===== config.mk =====
export PLATFORM = sky130hd
export DESIGN_NAME = qro_fifo
export DESIGN_NICKNAME = d
export VERILOG_FILES = /design/src/design/qro_pkg.sv /design/src/design/qro_fifo.sv
export SDC_FILE = /design/constraint.sdc
export NUM_CORES = 1
export LEC_CHECK = 0
export BUFFER_PORTS_ARGS = -buffer_cell sky130_fd_sc_hd__buf_2
export CAP_MARGIN = 20
export CORE_ASPECT_RATIO = 1.75
export CORE_MARGIN = 5
export CORE_UTILIZATION = 40
export DETAILED_ROUTE_END_ITERATION = 16
export HOLD_SLACK_MARGIN = 0.1
export PLACE_DENSITY_LB_ADDON = 0.12
export SYNTH_ARGS = -nofsm -noshare
export SYNTH_HDL_FRONTEND = slang
export SYNTH_SLANG_ARGS = --single-unit

===== constraint.sdc =====
create_clock -name clk -period 7 [get_ports clk]
set_clock_uncertainty 0.05 [all_clocks]
set_input_delay 1.05 -clock clk [delete_from_list [all_inputs] [get_ports clk]]
set_output_delay 1.05 -clock clk [all_outputs]
set_load 0.03 [all_outputs]

===== src/design/qro_pkg.sv =====
`timescale 1ns / 1ps
`default_nettype none
// ----------------------------------------------------------------------------
// qro_pkg
// Shared types and constants for the range observer.
// ----------------------------------------------------------------------------
package qro_pkg;

    localparam logic CMD_OBSERVE = 1'b0;
    localparam logic CMD_DERIVE  = 1'b1;

    localparam logic [1:0] STATUS_OK    = 2'd0;
    localparam logic [1:0] STATUS_EMPTY = 2'd1;
    localparam logic [1:0] STATUS_ZERO  = 2'd2;

    localparam logic REG_MODE   = 1'b0;
    localparam logic REG_WEIGHT = 1'b1;

    localparam int WEIGHT_BITS = 17;
    localparam logic [WEIGHT_BITS-1:0] WEIGHT_RESET = 17'd655;
    localparam logic [WEIGHT_BITS-1:0] WEIGHT_ONE   = 17'd65536;

    typedef struct packed {
        logic        cmd;
        logic [15:0] slot;
        logic        in_range;
        logic [31:0] obs_min;
        logic [31:0] obs_max;
        logic        asym;
    } qro_item_t;

endpackage
`default_nettype wire


===== src/design/qro_fifo.sv =====
`timescale 1ns / 1ps
`default_nettype none
// ----------------------------------------------------------------------------
// qro_fifo
// Two-entry item queue between the front end and the back end.
// ----------------------------------------------------------------------------
module qro_fifo (
    input  wire logic                 clk,
    input  wire logic                 rst_n,
    input  wire logic                 push,
    input  wire qro_pkg::qro_item_t   push_item,
    output logic                      full,
    input  wire logic                 pop,
    output logic                      not_empty,
    output qro_pkg::qro_item_t        head
);
    import qro_pkg::*;

    qro_item_t  mem_reg [2];
    logic       wr_ptr_reg;
    logic       rd_ptr_reg;
    logic [1:0] count_reg;

    assign full      = (count_reg == 2'd2);
    assign not_empty = (count_reg != 2'd0);
    assign head      = mem_reg[rd_ptr_reg];

    always_ff @(posedge clk)
    begin
        if (push)
        begin
            mem_reg[wr_ptr_reg] <= push_item;
        end
    end

    always_ff @(posedge clk or negedge rst_n)
    begin
        if (!rst_n)
        begin
            wr_ptr_reg <= 1'b0;
            rd_ptr_reg <= 1'b0;
            count_reg  <= 2'd0;
        end
        else
        begin
            if (push)
            begin
                wr_ptr_reg <= ~wr_ptr_reg;
            end
            if (pop)
            begin
                rd_ptr_reg <= ~rd_ptr_reg;
            end
            count_reg <= count_reg + {1'b0, push} - {1'b0, pop};
        end
    end
endmodule
`default_nettype wire


* Word-level counts from Yosys, hierarchy flattened *
Memory sizes are Yosys's and may differ from the RTL's.
Index checks and enable logic that the tools add are counted.

storage, ports and cells
  RAM bits = 166
  memories = 1
  output and inout port bits = 85
  bits in registers = 4

memories
  memory   words  bits a word  rd ports  clocked after memory_dff  write ports  line            source
  mem_reg  2      83           1         0                         1            qro_fifo.sv:19  qro_item_t mem_reg [2];

cells by class
  add/subtract/negate cells = 2
  muxes and demuxes = 2
  reductions and logical operators = 1
  eq/ne operators = 1
  bitwise gates (word level) = 2

operator list
  kind                                         number
  2-bit by 1-bit adder with 2-bit output       1
  2-bit equality test, second input constant   1
  1-bit 2-to-1 mux                             2
  1-bit inverter                               2
  2-bit nonzero test                           1
  2-bit by 1-bit subtractor with 2-bit output  1

* Longest topological paths before layout *
  word-level depth = 2
  depth in mapped cells = 5
  mapped depth without buffers = 5

* Worst setup path before layout *
OpenSTA, ideal clock, no wires.

  path kind = input to register
  start = input push
  end = memory mem_reg[0][0] (netlist bit) (enable)
  path buffers = 0
  slack = 1.739 ns
  arrival time = 4.676 ns
  cell stages on the path = 1
  required time = 6.415 ns
  path through = nor2b_1

on the way
  longest elaborated chain between the ends = 2

ends and longest elaborated chain
  item                                    line            source
  from (decl)                             qro_fifo.sv:10  input wire logic push,
  1-bit 2-to-1 mux                        qro_fifo.sv:30  if (push)
  1-bit 2-to-1 mux (not written as such)  qro_fifo.sv:32  mem_reg[wr_ptr_reg] <= push_item;
  to (decl)                               qro_fifo.sv:19

No other way between the ends.

==> results.toml <==
[pwr]
clkPwrFrac_pct = 24.6
irDropWorstVdd_mv = 0.293
power.leakage_nw = 3.21
power_density_nw_per_um2 = 447
power_mw = 3.60
switching_share_pct = 34.8
p_int_mw = 2.34
seqPwrFrac_pct = 40.7
p_switching_mw = 1.25
combinationalPowerShare_pct = 34.8

[timing]
fmax_mhz = 265
finalHoldViolations = 0
grt_setup_unrepaired = "false"
period_needed_ns = 3.77
relSlewSlack_pct = 31.8
final.setup.tns_ns = 0
worstMarginPinSlew_ns = 1.02
slew_violations = 0
period_share_pct = 53.9
finalSetupViolations = 0

[setup_path]
cp_top_family = "flip-flops"
worstPathCellList = "buf_4 -> mux2_2 -> buf_2"
path_buf_inv = 2
cp_data_required_time_ns = 5.90
crit_path_end_kind = "primary output"
critical_path.max_stage_delay_ns = 0.93
worst-setup-path-type = "reg2out"
worst-path-max-fanout = 44
crit_path_top_delay_cell = "dfrtp_4"
critPathLaunchType = "flip-flop"
worstPathArrival_ns = 2.67

[synthesis]
synth.largest_area_cell = "edfxtp_1"
synth-seq-area-share_pct = 79.1
synthArstFlopShare_pct = 2.35
ys_seq_elements = 170
synthCells = 273
yosysWarningCount = 0
syn_area_um2 = 6430
synth-main-ff-cell = "edfxtp_1"
yosysMostFrequentCell = "edfxtp_1"
synth.net_count = 362
synthDominantCellAreaShare_pct = 77.5
avgSynthCellArea_um2 = 23.6
synth-edff-count = 166
synth.area.top_cells = "edfxtp_1 (77%), mux2_4 (14%), mux2_2 (4.0%)"
ys_types = 13
synth_common_cells = "edfxtp_1 (166), mux2_4 (60), mux2_2 (23), buf_6 (7), dfrtp_1 (4)"

[final_layout]
nNetsFinal = 546
largest_reg_flops = 166
area_growth_pct = 25.0
final_util_pct = 50.7
drive_gt1_share_pct = 61.9

[route]
post_drt_wl_per_cell_um = 17.7
drt_iter0_drc = 89
firstDrtPassIters = 3
drc_errors = 0
viasPerCell = 4.64
postRouteAntennaNets = 0
drt-total-wl_um = 11700
num_vias = 3064

[die]
die_area_um2 = 18800
initial_utilization_pct = 40.5
num_rows = 61
io_pins = 172
die_h_um = 178
die_x_um = 106
core_region_area_um2 = 15900

[global_routing]
overflow = 0
grt_pass1_wl_um = 17600
grt_max_degree = 52
grt_antenna_before_repair = 6
groute.usage.overall_pct = 12.4
grt_pass1_vias = 3341

[min_path]
hp-class = "in2async"

[cts]
clkTransAtPathRegs_ns = 0.06
cts.sinks = 170
cts_tree = "built"
post_cts_resize_count = 0
cts_hold_buf = 0
clockBufferDepth = 2
worstSkewPairLatency_ns = 0.40
cts_max_level = 4
cts_buffers = 17
cts-root-buf = "clkbuf_16"
cts_setup_buffers = 0

[run_status]
outcome = "completed"

[placed_design]
dp_hpwl_um = 8010
finalWeightedCongestion = 0.719
io_buffers = 171

[flow_run]
cap_violations = 0
-- metal layers --
metal | share of wire, % | track usage [%] | up-vias | routed length (um)
li1 | - | - | 1451 | -
met4 | 2.3 | 5.56 | 8 | 271
met2 | 54 | 21.9 | 99 | 6350
met5 | 0.48 | 0 | - | 56
met3 | 6.6 | 4.66 | 22 | 769
met1 | 37 | 13.1 | 1484 | 4290
-- final cells by class --
type,count,area (um2)
antenna,2,5.00
clock buffer,17,425
clock inverter,15,139
fill,1362,7830
inverter,2,7.51
multi-input combinational,92,1260
sequential,170,5090
tap,189,236
timing repair buffer,174,878
-- stage by stage --
step | hold WS, ns | setup slack [ns] | cells | area [um2]
after global placement | 0.478 | 3.64 | 627 | 7470
final | 0.390 | 3.23 | 661 | 8040
after global routing | 0.367 | 3.09 | 661 | 8040
after floorplan | 0.405 | 1.74 | 273 | 6430
after detailed placement | 0.493 | 3.60 | 627 | 7470
after CTS | 0.374 | 3.15 | 659 | 8040
-- worst register-to-register path, cell delays in order (launching register included) --
cell and delay, ns:
dfrtp_1 0.43, nor2b_4 0.81, buf_4 0.72
-- kinds of logic (layout without fill, tap and decap cells) --
| logic type | Yosys count | count (layout) | synth area share, % |
|---|---|---|---|
| xor+xnor | 3 | 3 | 0.642 |
| mux | 83 | 83 | 18.0 |
| simple gates | 4 | 4 | 0.389 |
| fa+ha+maj | 2 | 2 | 0.389 |
| flops | 170 | 170 | 79.1 |
| buf+inv | 11 | 208 | 1.50 |
| other cells | 0 | 2 | 0 |
-- final timing paths --
| path | start | to | slack [ns] | cells past startpoint |
|---|---|---|---|---|
| setup / recovery | rd_ptr_reg | head[82] | 3.23 | 3 |
| hold / removal | rst_n | rd_ptr_reg | 0.39 | 1 |
| setup reg to reg | wr_ptr_reg | mem_reg[0][17] | 4.60 | 2 |
| hold reg to reg | wr_ptr_reg | wr_ptr_reg | 0.50 | 1 |
| max in group asynchronous | rst_n | rd_ptr_reg | 6.38 | 1 |
| min in group clk | wr_ptr_reg | wr_ptr_reg | 0.50 | 1 |
-- cell usage in the layout, fill, tap and decap left out, drive strengths merged --
cell type | netlist | layout
diode | 0 | 2
clkinvlp | 0 | 4
buf | 9 | 174
inv | 2 | 8
or2 | 1 | 1
xor3 | 1 | 1
clkinv | 0 | 4
mux2 | 83 | 83
dfrtp | 4 | 4
edfxtp | 166 | 166
nor2b | 2 | 2
ha | 2 | 2
and2 | 1 | 1
clkbuf | 0 | 17
xor2 | 2 | 2
bufinv | 0 | 1
-- power groups by stage --
stage	registers, mW	logic [mW]	clock network (mW)
final	1.46	1.25	0.883
after detailed placement	1.49	1.28	0
after global placement	1.48	1.27	0
after global routing	1.48	1.32	0.961
after CTS	1.47	1.28	0.910
after floorplan	1.43	1.04	0
No activity file was read; power rests on OpenSTA's default activity.
